File: config.mk
export PLATFORM = sky130hd
export DESIGN_NAME = rpc_post
export DESIGN_NICKNAME = d
export VERILOG_FILES = /design/src/hw/rtl/rpc_pkg.sv /design/src/hw/rtl/rpc_post.sv
export SDC_FILE = /design/constraint.sdc
export NUM_CORES = 2
export LEC_CHECK = 0
export BUFFER_PORTS_ARGS = -buffer_cell sky130_fd_sc_hd__buf_2
export CORE_MARGIN = 4
export CORE_UTILIZATION = 59
export DETAILED_ROUTE_END_ITERATION = 8
export PLACE_DENSITY = 0.8
export SETUP_SLACK_MARGIN = 0.4
export SLEW_MARGIN = 40
export SYNTH_ARGS = -nofsm -noshare
export SYNTH_HDL_FRONTEND = slang
export SYNTH_SLANG_ARGS = --single-unit
File: constraint.sdc
create_clock -name clk_i -period 3.38 [get_ports clk_i]
set_input_delay 0.507 -clock clk_i [delete_from_list [all_inputs] [get_ports clk_i]]
set_output_delay 0.507 -clock clk_i [all_outputs]
set_load 0.01 [all_outputs]
File: src/hw/rtl/rpc_pkg.sv
package rpc_pkg;

  localparam int CORDIC_STEPS  = 16;
  localparam int FRACTION_BITS = 16;
  localparam int GUARD         = 8;

  localparam logic MODE_RECT  = 1'b0;
  localparam logic MODE_POLAR = 1'b1;

  // datapath widths
  localparam int AW    = 33;            // folded operand, holds the negated minimum
  localparam int XW    = 44;            // cordic x/y with guard bits and gain growth
  localparam int ZW    = 35;            // q30 angle accumulator
  localparam int RND_W = 38;            // rounded result before clipping

  // angle reduction: |b| << ANG_SHIFT modulo 2*pi, quotient by reciprocal
  localparam int ANG_SHIFT   = 30 - FRACTION_BITS;
  localparam int RECIP_SHIFT = 40;
  localparam int RECIP_W     = 38 - FRACTION_BITS;
  localparam int QW          = 30 - FRACTION_BITS;
  localparam int TPW         = 33;
  localparam int RW          = TPW + 1;
  localparam int DW          = QW + TPW;
  localparam int PRW         = 32 + RECIP_W;

  localparam longint unsigned TWO_PI_Q30_U = 64'd6746518852;
  localparam longint unsigned RECIP_M =
      (64'd1 << (RECIP_SHIFT + ANG_SHIFT)) / TWO_PI_Q30_U;

  localparam logic [TPW-1:0]        TWO_PI_U   = TPW'(TWO_PI_Q30_U);
  localparam logic signed [ZW-1:0]  TWO_PI_Q30 = ZW'(64'sd6746518852);
  localparam logic signed [ZW-1:0]  PI_Q30     = ZW'(64'sd3373259426);
  localparam logic signed [ZW-1:0]  HALF_PI_Q30 = ZW'(64'sd1686629713);

  // gain removal: v * 2547003 / 2^22, split so each product stays near 22 x 22
  localparam int SPLIT      = 22;
  localparam int GAIN_W     = 22;
  localparam int GAIN_SHIFT = 22 + GUARD;
  localparam logic [GAIN_W-1:0] INV_GAIN = GAIN_W'(2547003);
  localparam int PH_W = XW - SPLIT + GAIN_W + 1;
  localparam int PL_W = SPLIT + GAIN_W;
  localparam int PW   = XW + GAIN_W + 1;

  localparam logic signed [RND_W-1:0] S32_MAX = RND_W'(64'sd2147483647);
  localparam logic signed [RND_W-1:0] S32_MIN = RND_W'(-64'sd2147483648);

  typedef struct packed {
    logic               mode;
    logic signed [31:0] operand_a;
    logic signed [31:0] operand_b;
  } in_t;

  typedef struct packed {
    logic signed [31:0] result_a;
    logic signed [31:0] result_b;
    logic               saturated;
  } out_t;

  typedef struct packed {
    logic               mode;
    logic               zero;
    logic signed [XW-1:0] x;
    logic signed [XW-1:0] y;
    logic signed [ZW-1:0] z;
  } rot_t;

  typedef struct packed {
    logic               sat;
    logic signed [31:0] val;
  } sat_t;

  // atan(2^-i) in q30, exact table for the first ten steps
  function automatic logic signed [ZW-1:0] atan_q30(input int i);
    logic signed [ZW-1:0] r;
    case (i)
      0:       r = ZW'(64'sd843314857);
      1:       r = ZW'(64'sd497837829);
      2:       r = ZW'(64'sd263043837);
      3:       r = ZW'(64'sd133525159);
      4:       r = ZW'(64'sd67021687);
      5:       r = ZW'(64'sd33543516);
      6:       r = ZW'(64'sd16775851);
      7:       r = ZW'(64'sd8388437);
      8:       r = ZW'(64'sd4194283);
      9:       r = ZW'(64'sd2097149);
      default: r = (i <= 30) ? ZW'(64'd1 << (30 - i)) : '0;
    endcase
    return r;
  endfunction

  function automatic sat_t sat32(input logic signed [RND_W-1:0] v);
    sat_t r;
    r.sat = 1'b0;
    r.val = v[31:0];
    if (v > S32_MAX) begin
      r.sat = 1'b1;
      r.val = S32_MAX[31:0];
    end else if (v < S32_MIN) begin
      r.sat = 1'b1;
      r.val = S32_MIN[31:0];
    end
    return r;
  endfunction

endpackage

File: src/hw/rtl/rpc_post.sv
module rpc_post (
  input  logic          clk_i,
  input  logic          rst_ni,
  input  logic          en_i,
  input  logic          valid_i,
  input  rpc_pkg::rot_t data_i,
  output logic          valid_o,
  output rpc_pkg::out_t data_o
);

  localparam logic signed [rpc_pkg::ZW-1:0] ANG_HALF =
      rpc_pkg::ZW'(64'sd1 <<< (rpc_pkg::ANG_SHIFT - 1));
  localparam logic signed [rpc_pkg::PW-1:0] GAIN_HALF =
      rpc_pkg::PW'(64'sd1 <<< (rpc_pkg::GAIN_SHIFT - 1));

  // stage 1: partial products of the gain correction, angle rounding
  logic                                p1_v_q, p1_mode_q, p1_zero_q;
  logic signed [rpc_pkg::PH_W-1:0]     p1_phx_q, p1_phy_q;
  logic [rpc_pkg::PL_W-1:0]            p1_plx_q, p1_ply_q;
  logic signed [rpc_pkg::RND_W-1:0]    p1_ang_q;

  logic signed [rpc_pkg::GAIN_W:0]     gain_s;
  logic signed [rpc_pkg::PH_W-1:0]     phx_d, phy_d;
  logic [rpc_pkg::PL_W-1:0]            plx_d, ply_d;
  logic signed [rpc_pkg::ZW-1:0]       ang_r;
  logic signed [rpc_pkg::RND_W-1:0]    ang_d;

  always_comb begin
    gain_s = $signed({1'b0, rpc_pkg::INV_GAIN});
    phx_d  = rpc_pkg::PH_W'($signed(data_i.x[rpc_pkg::XW-1:rpc_pkg::SPLIT])) *
             rpc_pkg::PH_W'(gain_s);
    phy_d  = rpc_pkg::PH_W'($signed(data_i.y[rpc_pkg::XW-1:rpc_pkg::SPLIT])) *
             rpc_pkg::PH_W'(gain_s);
    plx_d  = rpc_pkg::PL_W'(data_i.x[rpc_pkg::SPLIT-1:0]) *
             rpc_pkg::PL_W'(rpc_pkg::INV_GAIN);
    ply_d  = rpc_pkg::PL_W'(data_i.y[rpc_pkg::SPLIT-1:0]) *
             rpc_pkg::PL_W'(rpc_pkg::INV_GAIN);
    ang_r  = (data_i.z + ANG_HALF) >>> rpc_pkg::ANG_SHIFT;
    ang_d  = rpc_pkg::RND_W'(ang_r);
  end

  // stage 2: sum partial products, round half up
  logic                                p2_v_q, p2_mode_q, p2_zero_q;
  logic signed [rpc_pkg::RND_W-1:0]    p2_rx_q, p2_ry_q, p2_ang_q;

  logic signed [rpc_pkg::PW-1:0]       px, py;
  logic signed [rpc_pkg::RND_W-1:0]    rx_d, ry_d;

  always_comb begin
    px = (rpc_pkg::PW'(p1_phx_q) <<< rpc_pkg::SPLIT)
       + $signed(rpc_pkg::PW'(p1_plx_q)) + GAIN_HALF;
    py = (rpc_pkg::PW'(p1_phy_q) <<< rpc_pkg::SPLIT)
       + $signed(rpc_pkg::PW'(p1_ply_q)) + GAIN_HALF;
    rx_d = rpc_pkg::RND_W'(px >>> rpc_pkg::GAIN_SHIFT);
    ry_d = rpc_pkg::RND_W'(py >>> rpc_pkg::GAIN_SHIFT);
  end

  // stage 3: clip to 32 bits
  logic                                p3_v_q;
  rpc_pkg::out_t                       p3_q, p3_d;
  rpc_pkg::sat_t                       sa, sb;

  always_comb begin
    sa = rpc_pkg::sat32(p2_rx_q);
    if (p2_mode_q == rpc_pkg::MODE_RECT) begin
      // zero vector has no direction, report angle zero
      sb = rpc_pkg::sat32(p2_zero_q ? '0 : p2_ang_q);
    end else begin
      sb = rpc_pkg::sat32(p2_ry_q);
    end
    p3_d.result_a  = sa.val;
    p3_d.result_b  = sb.val;
    p3_d.saturated = sa.sat | sb.sat;
  end

  always_ff @(posedge clk_i or negedge rst_ni) begin
    if (!rst_ni) begin
      p1_v_q <= 1'b0;
      p2_v_q <= 1'b0;
      p3_v_q <= 1'b0;
    end else if (en_i) begin
      p1_v_q <= valid_i;
      p2_v_q <= p1_v_q;
      p3_v_q <= p2_v_q;
    end
  end

  always_ff @(posedge clk_i) begin
    if (en_i) begin
      p1_mode_q <= data_i.mode;
      p1_zero_q <= data_i.zero;
      p1_phx_q  <= phx_d;
      p1_phy_q  <= phy_d;
      p1_plx_q  <= plx_d;
      p1_ply_q  <= ply_d;
      p1_ang_q  <= ang_d;

      p2_mode_q <= p1_mode_q;
      p2_zero_q <= p1_zero_q;
      p2_rx_q   <= rx_d;
      p2_ry_q   <= ry_d;
      p2_ang_q  <= p1_ang_q;

      p3_q      <= p3_d;
    end
  end

  assign valid_o = p3_v_q;
  assign data_o  = p3_q;

endmodule
==> results.json <==
{
  "grt_max_degree": 74,
  "hpwl_um": 111900,
  "synth_cells": 4710,
  "drtAntennaViolNets": 0,
  "cp_max_fo": 4,
  "synthTopCellsByArea": "fa_1 (33%), ha_1 (23%), edfxtp_1 (19%), inv_1 (10%), xnor2_1 (2.3%)",
  "clkSinkCount": 322,
  "synth_edf_count": 319,
  "rrSetupSlack_ns": 0.06,
  "core_area_um2": 85820,
  "setup_slack_ns": -2.897,
  "reg2reg_from": "p1_ply_q[24]",
  "end_kind": "flip-flop",
  "final_hold_viol_count": 0,
  "slew_viol_final": 0,
  "clockBufferDepth": 3,
  "routabilityCongestion": 1.002,
  "tightest_slew_ns": 0.7619,
  "fillCellCount": 4933,
  "grt_pass1_vias": 42016,
  "drc": 0,
  "yosys_register_bits": 322,
  "ys_warn_count": 0,
  "drive_above_1_share_pct": 31.71,
  "antenna_found_initial": 4,
  "synth_cell_type_count": 81,
  "final_core_util_pct": 78.25,
  "die_height_um": 303.2,
  "areaGrowthSynthToFinish_pct": 30.66,
  "fmax_ghz": 0.1593,
  "clock_latency_ns": 0.57,
  "wire_per_inst_um": 20.13,
  "final_cell_mix": "inv_1 (1256), buf_4 (869), ha_1 (798)",
  "hp-class": "in2reg",
  "dr.pass1.iters": 6,
  "die_x_um": 303.2,
  "start_util_pct": 59.89,
  "syn_avg_cell_area_um2": 10.91,
  "critPathKind": "in2reg",
  "grt_usage_pct": 30.17,
  "layout_min_cycle_time_ns": 6.277,
  "yosysTopAreaCell": "fa_1",
  "rsz0062_at_grt": "true",
  "grt-ovfl-total": 0,
  "status": "finished with violations",
  "crit_arrival_ns": 6.65,
  "rows": 107,
  "critPathLaunch": "data_i[90]",
  "worstRegToRegCells": 13,
  "synth_fp_nets": 6647,
  "maxCapViolations": 0,
  "wl_um": 142200,
  "final_common_cell": "inv_1",
  "reg2reg_to": "p2_ry_q[27]",
  "max_slew_margin_pct": 49.01,
  "numCtsBuffers": 35,
  "drt_iter0_drc": 2236,
  "dieArea_um2": 91900,
  "endpoint": "p1_plx_q[42]",
  "portBuffers": 181,
  "via_count": 38091,
  "ios": 195,
  "htreeDepth": 2,
  "grt_pass1_wl_um": 216900,
  "min_period_over_period_pct": 185.7,
  "cts_root_buf": "clkbuf_16",
  "start_kind": "input port",
  "clk_pin_slew_ns": 0.06,
  "syn_area_um2": 51400,
  "cts_tree": "done",
  "synthFlopType": "edfxtp_1",
  "yosysSeqAreaShare_pct": 18.78,
  "ys_async_sr_fraction_pct": 0.9317,
  "setup_viol": 122,
  "clock_skew_ns": 0.03344,
  "viasPerCell": 5.392,
  "required_ns": 3.75,
  "finalNetCount": 7833,
  "yosysTopAreaCellShare_pct": 33.26,
  "violations": "negative setup slack"
}
==> metal layers <==
layer	GRT usage [%]	share of wire, %	vias to the layer above
met1	37.98	39	19133
met5	0	0.012	-
met2	54.17	52	1214
met4	10.60	4.4	2
met3	3.396	5.1	380
li1	-	-	17362
==> repair_timing <==
item / 4_1_cts / 5_1_grt
buffers inserted: 106 / 47
gates resized for setup: 489 / 169
endpoints found under the hold margin: 3 / 0
hold buffers: 1 / 0
pin swaps: 267 / 161
setup endpoints to repair: 170 / 175
cloned: 0 / 0
==> synth_stat cells, drive strengths merged, types with 3 or more instances <==
| cell type | n |
|---|---|
| xnor2 | 134 |
| o2111ai | 7 |
| fa | 854 |
| nand2b | 14 |
| nand3 | 45 |
| a211o | 7 |
| o31ai | 11 |
| o21bai | 22 |
| a211oi | 8 |
| ha | 954 |
| a31oi | 16 |
| nor2 | 119 |
| a21o | 111 |
| a221oi | 6 |
| a31o | 3 |
| a311oi | 6 |
| nor3b | 3 |
| edfxtp | 319 |
| and2 | 14 |
| nor4 | 4 |
| nand4 | 32 |
| a21boi | 4 |
| and4 | 7 |
| o21a | 16 |
| a2bb2oi | 3 |
| dfrtp | 3 |
| a41oi | 4 |
| a221o | 4 |
| nor2b | 21 |
| clkbuf | 32 |
| or2 | 13 |
| nor3 | 20 |
| xor2 | 73 |
| o211ai | 6 |
| or3 | 8 |
| and3 | 26 |
| inv | 1365 |
| a21oi | 146 |
| mux2 | 3 |
| o21ai | 108 |
| buf | 3 |
| nand2 | 122 |
==> area by class of cell <==
type	count	area, µm²	area share, %
Multi-Input combinational cell	2988	40440	60.21
Sequential cell	322	9654	14.38
Timing Repair Buffer	1184	9351	13.93
Inverter	1365	5197	7.740
Tap cell	1144	1431	2.131
Clock buffer	40	894.6	1.332
Clock inverter	20	186.4	0.2776
Antenna cell	1	2.502	0.003726
==> critical path, stage by stage <==
cell and delay (ns):
buf_8 0.09, clkinvlp_4 0.16, fa_2 0.61, fa_1 0.44, fa_1 0.51, inv_2 0.04
fa_2 0.54, fa_1 0.43, fa_1 0.50, inv_1 0.06, fa_1 0.50, inv_2 0.05
ha_4 0.30, inv_4 0.05, o31ai_4 0.25, a21o_1 0.18, a21o_1 0.20, o31ai_4 0.08
o2bb2ai_4 0.15, o31ai_4 0.29, a41oi_2 0.19, o21bai_1 0.24, xor2_1 0.26
==> worst min-delay path by stage <==
stage                            from  cells past startpoint  slack (ns)   endpoint
after floorplan                rst_ni                      0        0.21     p1_v_q
after global placement         rst_ni                      1        0.30    valid_o
after detailed placement       rst_ni                      1        0.30     p2_v_q
after CTS                 data_i[123]                      1        0.11  p1_zero_q
after global routing      data_i[124]                      1        0.12  p1_mode_q
final                     data_i[123]                      1        0.12  p1_zero_q
==> sequential cells by signal (all words and copies together), names as in the netlist <==
| name | count |
|---|---|
| p1_plx_q | 22 |
| p2_ang_q | 21 |
| p1_ply_q | 22 |
| p1_phy_q | 45 |
| valid_o | 1 |
| data_o | 65 |
| p2_zero_q | 1 |
| p2_ry_q | 37 |
| p1_ang_q | 21 |
| p2_v_q | 1 |
| p2_mode_q | 1 |
| p2_rx_q | 37 |
| p1_zero_q | 1 |
| p1_phx_q | 45 |
| p1_mode_q | 1 |
| p1_v_q | 1 |
==> cells by family (layout without fill, tap and decap cells) <==
kind of cell    count (synthesis)  after routing  synth area share (%)
mux                             4              4               0.08520
flops                         322            322                 18.78
simple gates                  454            454                 4.338
fa+ha+maj                    1808           1808                 56.49
compound gates                515            515                 6.541
buf+inv                      1400           2609                 10.24
other cells                     0              1                     0
xor+xnor                      207            207                 3.527
==> metrics by stage <==
step / hold WS [ns] / TNS [ns] / cell area [µm²] / setup slack (ns) / cells
2_1_floorplan: 0.2114 / -261.22 / 53160 / -2.945 / 4710
3_3_place_gp: 0.3009 / -326.20 / 61820 / -3.361 / 6849
3_5_place_dp: 0.3043 / -335.34 / 61830 / -3.414 / 6849
4_1_cts: 0.1082 / -252.63 / 65910 / -2.655 / 7016
5_1_grt: 0.1172 / -285.76 / 67150 / -3.023 / 7063
6_report: 0.1249 / -270.93 / 67150 / -2.897 / 7064
Power is not shown: default switching activity piles up to over one toggle a cycle in this logic, so the estimate is an artifact.
