===== config.mk =====
export PLATFORM = sky130hd
export DESIGN_NAME = rpc_prep
export DESIGN_NICKNAME = d
export VERILOG_FILES = /design/src/hw/rtl/rpc_pkg.sv /design/src/hw/rtl/rpc_prep.sv
export SDC_FILE = /design/constraint.sdc
export NUM_CORES = 2
export LEC_CHECK = 0
export BUFFER_PORTS_ARGS = -buffer_cell sky130_fd_sc_hd__buf_2
export CAP_MARGIN = 15
export CORE_ASPECT_RATIO = 1.75
export CORE_MARGIN = 2
export CORE_UTILIZATION = 40
export CTS_CLUSTER_SIZE = 8
export DETAILED_ROUTE_END_ITERATION = 12
export PLACE_DENSITY = 0.55
export SYNTH_ARGS = -nofsm -noshare
export SYNTH_HDL_FRONTEND = slang
export SYNTH_SLANG_ARGS = --single-unit

===== constraint.sdc =====
create_clock -name clk_i -period 7.2 [get_ports clk_i]
set_clock_uncertainty 0.1 [all_clocks]
set_input_delay 0 -clock clk_i [delete_from_list [all_inputs] [get_ports clk_i]]
set_output_delay 0 -clock clk_i [all_outputs]
set_load 0.005 [all_outputs]

===== src/hw/rtl/rpc_pkg.sv =====
package rpc_pkg;

  localparam int CORDIC_STEPS  = 16;
  localparam int FRACTION_BITS = 16;
  localparam int GUARD         = 8;

  localparam logic MODE_RECT  = 1'b0;
  localparam logic MODE_POLAR = 1'b1;

  // datapath widths
  localparam int AW    = 33;            // folded operand, holds the negated minimum
  localparam int XW    = 44;            // cordic x/y with guard bits and gain growth
  localparam int ZW    = 35;            // q30 angle accumulator
  localparam int RND_W = 38;            // rounded result before clipping

  // angle reduction: |b| << ANG_SHIFT modulo 2*pi, quotient by reciprocal
  localparam int ANG_SHIFT   = 30 - FRACTION_BITS;
  localparam int RECIP_SHIFT = 40;
  localparam int RECIP_W     = 38 - FRACTION_BITS;
  localparam int QW          = 30 - FRACTION_BITS;
  localparam int TPW         = 33;
  localparam int RW          = TPW + 1;
  localparam int DW          = QW + TPW;
  localparam int PRW         = 32 + RECIP_W;

  localparam longint unsigned TWO_PI_Q30_U = 64'd6746518852;
  localparam longint unsigned RECIP_M =
      (64'd1 << (RECIP_SHIFT + ANG_SHIFT)) / TWO_PI_Q30_U;

  localparam logic [TPW-1:0]        TWO_PI_U   = TPW'(TWO_PI_Q30_U);
  localparam logic signed [ZW-1:0]  TWO_PI_Q30 = ZW'(64'sd6746518852);
  localparam logic signed [ZW-1:0]  PI_Q30     = ZW'(64'sd3373259426);
  localparam logic signed [ZW-1:0]  HALF_PI_Q30 = ZW'(64'sd1686629713);

  // gain removal: v * 2547003 / 2^22, split so each product stays near 22 x 22
  localparam int SPLIT      = 22;
  localparam int GAIN_W     = 22;
  localparam int GAIN_SHIFT = 22 + GUARD;
  localparam logic [GAIN_W-1:0] INV_GAIN = GAIN_W'(2547003);
  localparam int PH_W = XW - SPLIT + GAIN_W + 1;
  localparam int PL_W = SPLIT + GAIN_W;
  localparam int PW   = XW + GAIN_W + 1;

  localparam logic signed [RND_W-1:0] S32_MAX = RND_W'(64'sd2147483647);
  localparam logic signed [RND_W-1:0] S32_MIN = RND_W'(-64'sd2147483648);

  typedef struct packed {
    logic               mode;
    logic signed [31:0] operand_a;
    logic signed [31:0] operand_b;
  } in_t;

  typedef struct packed {
    logic signed [31:0] result_a;
    logic signed [31:0] result_b;
    logic               saturated;
  } out_t;

  typedef struct packed {
    logic               mode;
    logic               zero;
    logic signed [XW-1:0] x;
    logic signed [XW-1:0] y;
    logic signed [ZW-1:0] z;
  } rot_t;

  typedef struct packed {
    logic               sat;
    logic signed [31:0] val;
  } sat_t;

  // atan(2^-i) in q30, exact table for the first ten steps
  function automatic logic signed [ZW-1:0] atan_q30(input int i);
    logic signed [ZW-1:0] r;
    case (i)
      0:       r = ZW'(64'sd843314857);
      1:       r = ZW'(64'sd497837829);
      2:       r = ZW'(64'sd263043837);
      3:       r = ZW'(64'sd133525159);
      4:       r = ZW'(64'sd67021687);
      5:       r = ZW'(64'sd33543516);
      6:       r = ZW'(64'sd16775851);
      7:       r = ZW'(64'sd8388437);
      8:       r = ZW'(64'sd4194283);
      9:       r = ZW'(64'sd2097149);
      default: r = (i <= 30) ? ZW'(64'd1 << (30 - i)) : '0;
    endcase
    return r;
  endfunction

  function automatic sat_t sat32(input logic signed [RND_W-1:0] v);
    sat_t r;
    r.sat = 1'b0;
    r.val = v[31:0];
    if (v > S32_MAX) begin
      r.sat = 1'b1;
      r.val = S32_MAX[31:0];
    end else if (v < S32_MIN) begin
      r.sat = 1'b1;
      r.val = S32_MIN[31:0];
    end
    return r;
  endfunction

endpackage


===== src/hw/rtl/rpc_prep.sv =====
module rpc_prep (
  input  logic          clk_i,
  input  logic          rst_ni,
  input  logic          en_i,
  input  logic          valid_i,
  input  rpc_pkg::in_t  data_i,
  output logic          valid_o,
  output rpc_pkg::rot_t data_o
);

  // stage 1: half-plane fold for rect, reciprocal multiply for polar
  logic                              s1_v_q;
  logic                              s1_mode_q, s1_zero_q, s1_bneg_q;
  logic signed [rpc_pkg::AW-1:0]     s1_a_q, s1_b_q;
  logic signed [rpc_pkg::ZW-1:0]     s1_z_q;
  logic [31:0]                       s1_babs_q;
  logic [rpc_pkg::PRW-1:0]           s1_prod_q;

  logic                              s1_zero_d, s1_bneg_d;
  logic signed [rpc_pkg::AW-1:0]     a_ext, b_ext, s1_a_d, s1_b_d;
  logic signed [rpc_pkg::ZW-1:0]     s1_z_d;
  logic [31:0]                       s1_babs_d;
  logic [rpc_pkg::PRW-1:0]           s1_prod_d;

  always_comb begin
    a_ext     = rpc_pkg::AW'(data_i.operand_a);
    b_ext     = rpc_pkg::AW'(data_i.operand_b);
    s1_zero_d = (data_i.operand_a == 32'sd0) && (data_i.operand_b == 32'sd0);
    s1_a_d    = a_ext;
    s1_b_d    = b_ext;
    s1_z_d    = '0;
    if ((data_i.mode == rpc_pkg::MODE_RECT) && (data_i.operand_a < 32'sd0)) begin
      s1_a_d = -a_ext;
      s1_b_d = -b_ext;
      s1_z_d = (data_i.operand_b >= 32'sd0) ? rpc_pkg::PI_Q30 : -rpc_pkg::PI_Q30;
    end
    s1_bneg_d = data_i.operand_b[31];
    s1_babs_d = s1_bneg_d ? (~data_i.operand_b + 32'd1) : data_i.operand_b;
    s1_prod_d = rpc_pkg::PRW'(s1_babs_d)
              * rpc_pkg::PRW'(rpc_pkg::RECIP_M[rpc_pkg::RECIP_W-1:0]);
  end

  // stage 2: remainder of |angle| against 2*pi, one short
  logic                              s2_v_q;
  logic                              s2_mode_q, s2_zero_q, s2_bneg_q;
  logic signed [rpc_pkg::AW-1:0]     s2_a_q, s2_b_q;
  logic signed [rpc_pkg::ZW-1:0]     s2_z_q;
  logic [rpc_pkg::RW-1:0]            s2_r_q;

  logic [rpc_pkg::QW-1:0]            quot;
  logic [rpc_pkg::DW-1:0]            zabs, qmul;
  logic [rpc_pkg::RW-1:0]            s2_r_d;

  always_comb begin
    quot   = s1_prod_q[rpc_pkg::RECIP_SHIFT +: rpc_pkg::QW];
    zabs   = rpc_pkg::DW'(s1_babs_q) << rpc_pkg::ANG_SHIFT;
    qmul   = rpc_pkg::DW'(quot) * rpc_pkg::DW'(rpc_pkg::TWO_PI_U);
    s2_r_d = rpc_pkg::RW'(zabs - qmul);
  end

  // stage 3: final correction, sign of the dividend
  logic                              s3_v_q;
  logic                              s3_mode_q, s3_zero_q;
  logic signed [rpc_pkg::AW-1:0]     s3_a_q, s3_b_q;
  logic signed [rpc_pkg::ZW-1:0]     s3_z_q;

  logic [rpc_pkg::TPW-1:0]           rem;
  logic signed [rpc_pkg::ZW-1:0]     zpos, s3_z_d;

  always_comb begin
    rem = (s2_r_q >= rpc_pkg::RW'(rpc_pkg::TWO_PI_U))
        ? rpc_pkg::TPW'(s2_r_q - rpc_pkg::RW'(rpc_pkg::TWO_PI_U))
        : rpc_pkg::TPW'(s2_r_q);
    zpos   = rpc_pkg::ZW'(rem);
    s3_z_d = (s2_mode_q == rpc_pkg::MODE_POLAR) ? (s2_bneg_q ? -zpos : zpos) : s2_z_q;
  end

  // stage 4: wrap into [-pi, pi], fold into the right half plane, load cordic
  logic                              s4_v_q;
  rpc_pkg::rot_t                     s4_q, s4_d;
  logic signed [rpc_pkg::ZW-1:0]     zw, zf;
  logic signed [rpc_pkg::AW-1:0]     a_n;

  always_comb begin
    zw = s3_z_q;
    if (s3_z_q > rpc_pkg::PI_Q30) begin
      zw = s3_z_q - rpc_pkg::TWO_PI_Q30;
    end else if (s3_z_q < -rpc_pkg::PI_Q30) begin
      zw = s3_z_q + rpc_pkg::TWO_PI_Q30;
    end
    zf  = zw;
    a_n = s3_a_q;
    if (zw > rpc_pkg::HALF_PI_Q30) begin
      zf  = zw - rpc_pkg::PI_Q30;
      a_n = -s3_a_q;
    end else if (zw < -rpc_pkg::HALF_PI_Q30) begin
      zf  = zw + rpc_pkg::PI_Q30;
      a_n = -s3_a_q;
    end
    s4_d.mode = s3_mode_q;
    s4_d.zero = s3_zero_q;
    if (s3_mode_q == rpc_pkg::MODE_POLAR) begin
      s4_d.x = rpc_pkg::XW'(a_n) <<< rpc_pkg::GUARD;
      s4_d.y = '0;
      s4_d.z = zf;
    end else begin
      s4_d.x = rpc_pkg::XW'(s3_a_q) <<< rpc_pkg::GUARD;
      s4_d.y = rpc_pkg::XW'(s3_b_q) <<< rpc_pkg::GUARD;
      s4_d.z = s3_z_q;
    end
  end

  always_ff @(posedge clk_i or negedge rst_ni) begin
    if (!rst_ni) begin
      s1_v_q <= 1'b0;
      s2_v_q <= 1'b0;
      s3_v_q <= 1'b0;
      s4_v_q <= 1'b0;
    end else if (en_i) begin
      s1_v_q <= valid_i;
      s2_v_q <= s1_v_q;
      s3_v_q <= s2_v_q;
      s4_v_q <= s3_v_q;
    end
  end

  always_ff @(posedge clk_i) begin
    if (en_i) begin
      s1_mode_q <= data_i.mode;
      s1_zero_q <= s1_zero_d;
      s1_bneg_q <= s1_bneg_d;
      s1_a_q    <= s1_a_d;
      s1_b_q    <= s1_b_d;
      s1_z_q    <= s1_z_d;
      s1_babs_q <= s1_babs_d;
      s1_prod_q <= s1_prod_d;

      s2_mode_q <= s1_mode_q;
      s2_zero_q <= s1_zero_q;
      s2_bneg_q <= s1_bneg_q;
      s2_a_q    <= s1_a_q;
      s2_b_q    <= s1_b_q;
      s2_z_q    <= s1_z_q;
      s2_r_q    <= s2_r_d;

      s3_mode_q <= s2_mode_q;
      s3_zero_q <= s2_zero_q;
      s3_a_q    <= s2_a_q;
      s3_b_q    <= s2_b_q;
      s3_z_q    <= s3_z_d;

      s4_q      <= s4_d;
    end
  end

  assign valid_o = s4_v_q;
  assign data_o  = s4_q;

endmodule


==> flow_metrics.py <==
metrics = {
    "final_layout": {
        "nets": 4794,
        "post-route-util": 0.500,
        "insertedDiodeCount": 0,
        "multi_input_area_sq_mm": 0.0222,
        "drive_above_1_share": 0.208,
        "area_growth_pct": 23.6,
        "layout.area.seq_sq_mm": 0.0125,
        "fillCellCount": 8386,
    },
    "sta": {
        "rsz0062_at_grt": "true",
        "worst_pin_slew_ns": 1.06,
        "finalCritPeriodShare": 1.19,
        "hold_viol_final": 0,
        "slew_viol_final": 0,
        "period_needed_ns": 8.57,
        "max-slew-margin-rel": 0.294,
        "setup_violations": 14,
        "worst_hold_slack_ns": 0.0418,
        "worst_slack_ns": -1.37,
        "fmax_ghz": 0.117,
    },
    "yosys": {
        "synthCells": 3420,
        "synth.mux.area_fraction": 0.00878,
        "ys_async_sr_fraction": 0.00959,
        "synth_top_family_by_area": "adder cells",
        "syn_area_per_cell_sq_um": 10.7,
        "synth_simple_gate_area_frac": 0.0984,
        "syn_area_sq_mm": 0.0366,
        "synth_edf_count": 413,
        "synth_xor_area_frac": 0.0838,
        "synth_flop_cell": "edfxtp_1",
        "yosys_warnings": 0,
        "synthAdderAreaFrac": 0.286,
        "ys_types": 104,
        "ys_seq_elements": 417,
        "synth-compound-area-share": 0.105,
        "synth-seq-area-share": 0.341,
    },
    "worst_setup_path": {
        "worstPathArrival_ns": 8.86,
        "worst-path-stages": 37,
        "crit_required_ns": 7.49,
        "crit_top_cell": "fa_1",
        "criticalPathCategory": "in -> reg",
        "worstSetupEndpointType": "register",
        "slowest_delay_ns": 0.56,
        "crit_fanout": 4,
        "reg2reg_depth": 29,
        "cp_top_family": "adder cells",
        "critPathLaunchType": "input port",
        "cp_slowest_cell": "fa_1",
        "path_buf_inv": 7,
    },
    "placement": {
        "pre_cts_ws_ns": -2.52,
        "gp_congestion": 0.919,
        "port_buffers": 177,
        "dp_hpwl_mm": 76.8,
    },
    "clock_network": {
        "numCtsBuffers": 58,
        "tritoncts": "yes",
        "clock_path_buffers": 3,
        "clock_latency_ns": 0.64,
        "clock-sinks": 417,
        "root_buffer": "clkbuf_16",
        "cts-htree-levels": 2,
        "clkSlewWorstSetupHoldPaths_ns": 0.06,
    },
    "job": {
        "drv_cap": 0,
    },
    "grt": {
        "grt_overflow": 0,
        "grt_antenna_before_repair": 0,
        "first_global_vias": 28100,
        "grt_first_pass_wirelength_mm": 150,
        "grt_usage": 0.205,
        "grt_max_degree": 186,
    },
    "drt": {
        "route.detailed.drc": 0,
        "via_per_inst": 5.04,
        "wl_per_cell_microns": 18.1,
        "wirelength_mm": 95.4,
        "vias": 26600,
        "drt-pass1-iter-count": 5,
        "antenna_left": 0,
        "drt_iter0_drc": 1050,
    },
    "outcome": {
        "status": "complete, but fails checks",
        "failed_checks": "setup timing",
    },
    "floorplanning": {
        "io_pins": 195,
        "start_util": 0.404,
        "fp.dieW_microns": 233,
        "die_height_microns": 404,
        "die_area_sq_mm": 0.0941,
        "coreArea_sq_mm": 0.0906,
        "rows": 146,
    },
    "min_path": {
        "min_path_cells": 2,
        "hold_class": "in -> reg",
    },
}
synthesized netlist by cell type (all sizes together) (17+ instances only):
| cell type | n | area share |
|---|---|---|
| a21o | 46 | 0.0094 |
| a21oi | 133 | 0.018 |
| a31oi | 22 | 0.0038 |
| and2 | 17 | 0.0029 |
| and3 | 25 | 0.0043 |
| buf | 62 | 0.011 |
| clkbuf | 61 | 0.0063 |
| edfxtp | 413 | 0.34 |
| fa | 320 | 0.17 |
| ha | 324 | 0.11 |
| inv | 577 | 0.059 |
| nand2 | 204 | 0.021 |
| nand2b | 28 | 0.0048 |
| nand3 | 44 | 0.0064 |
| nand4 | 24 | 0.0041 |
| nor2 | 135 | 0.014 |
| nor2b | 44 | 0.0075 |
| nor3 | 64 | 0.0090 |
| nor4 | 27 | 0.0046 |
| o21ai | 126 | 0.017 |
| o31ai | 43 | 0.0088 |
| or2 | 17 | 0.0029 |
| or3 | 43 | 0.0078 |
| xnor2 | 257 | 0.062 |
| xor2 | 90 | 0.022 |
metal layers:
metal / global-route usage / vias to the layer above / wire length (microns)
met5: 0 / - / 0
met4: 0.0960 / 0 / 4760
met3: 0.0199 / 201 / 2360
met2: 0.422 / 452 / 56000
met1: 0.197 / 13000 / 32200
li1: - / 12900 / -
area by class of cell:
class,instances,area share
clock buffers,68,0.0329
inverters,580,0.0485
multi-input cells,2316,0.491
repair buffers,708,0.117
clock inverters,6,0.00224
flip-flops and latches,417,0.276
well taps,1184,0.0327
worst paths after layout:
| path | slack, ns | start | to |
|---|---|---|---|
| setup / recovery | -1.37 | data_i[1] | s1_prod_q[53]$_DFFE_PP_ |
| hold / removal | 0.04 | data_i[32] | s1_a_q[0]$_DFFE_PP_ |
| setup reg to reg | 0.05 | s1_prod_q[44]$_DFFE_PP_ | s2_r_q[33]$_DFFE_PP_ |
| hold reg to reg | 0.29 | s1_b_q[1]$_DFFE_PP_ | s2_b_q[1]$_DFFE_PP_ |
| max in group asynchronous | 6.65 | rst_ni | s2_v_q$_DFFE_PN0P_ |
| min in group asynchronous | 0.18 | rst_ni | s3_v_q$_DFFE_PN0P_ |
registers in the layout (all words and copies together), names as in the netlist, 3 cells and up:
name / flops
s1_z_q: 3
s3_a_q: 33
s3_z_q: 34
s2_a_q: 33
s1_babs_q: 19
s1_b_q: 33
s2_z_q: 3
data_o: 102
s2_b_q: 33
s1_a_q: 33
s1_prod_q: 14
s2_r_q: 32
s3_b_q: 33
logic make-up after synthesis:
| group | after synthesis |
|---|---|
| AO/OA/AOI/OAI | 570 |
| adder cells (fa/ha/maj) | 645 |
| multiplexers | 29 |
| XOR/XNOR | 347 |
| AND/OR/NAND/NOR | 708 |
| flip-flops | 417 |
| other | 1 |
| buffers and inverters | 703 |
cell usage in the layout (no fill, tap or decap), types with 18 or more instances in the layout:
| master | Yosys | layout |
|---|---|---|
| fa_1 | 320 | 317 |
| nor4_1 | 27 | 27 |
| xor2_1 | 88 | 84 |
| ha_1 | 324 | 307 |
| nand3_1 | 41 | 38 |
| nor2_1 | 135 | 127 |
| nor2b_1 | 44 | 44 |
| or3_1 | 40 | 33 |
| nand2b_1 | 28 | 28 |
| o31ai_1 | 43 | 41 |
| nand2_1 | 204 | 197 |
| a21oi_1 | 132 | 118 |
| edfxtp_1 | 413 | 413 |
| and3_1 | 24 | 21 |
| buf_2 | 29 | 174 |
| inv_1 | 576 | 550 |
| nor3_1 | 62 | 57 |
| inv_2 | 1 | 23 |
| a31oi_1 | 22 | 18 |
| a21o_1 | 46 | 46 |
| dlygate4sd3_1 | 0 | 121 |
| xnor2_1 | 255 | 246 |
| clkbuf_16 | 0 | 58 |
| nand4_1 | 24 | 24 |
| o21ai_0 | 117 | 104 |
| buf_6 | 2 | 19 |
| buf_4 | 29 | 390 |
worst register-to-register path, delay by kind of cell, from the launching register on:
| kind | cells | cell delay, ns |
|---|---|---|
| compound gates | 10 | 1.93 |
| xor+xnor | 2 | 0.22 |
| fa+ha+maj | 8 | 3.34 |
| buf+inv | 7 | 0.61 |
| flops | 1 | 0.39 |
| simple gates | 2 | 0.29 |
repair_timing:
action                     CTS  global route
hold buffers               121             0
setup buffers               16            21
pin swaps                   77           107
hold endpoints to repair   170             0
setup endpoints to repair   18            20
resized for setup           68           107
per-stage QoR:
| stage | std cells | area (sq um) | setup TNS [ns] |
|---|---|---|---|
| CTS | 5259 | 44700 | -12.58 |
| detailed placement | 5049 | 41400 | -27.86 |
| global placement | 5049 | 41400 | -26.08 |
| finish | 5279 | 45300 | -12.42 |
| global route | 5279 | 45300 | -15.94 |
| floorplan | 3436 | 36800 | -18.47 |
Power is left out: the tool's default activity adds up to more than one toggle a clock period on the data nets, which glitch-free logic cannot reach.
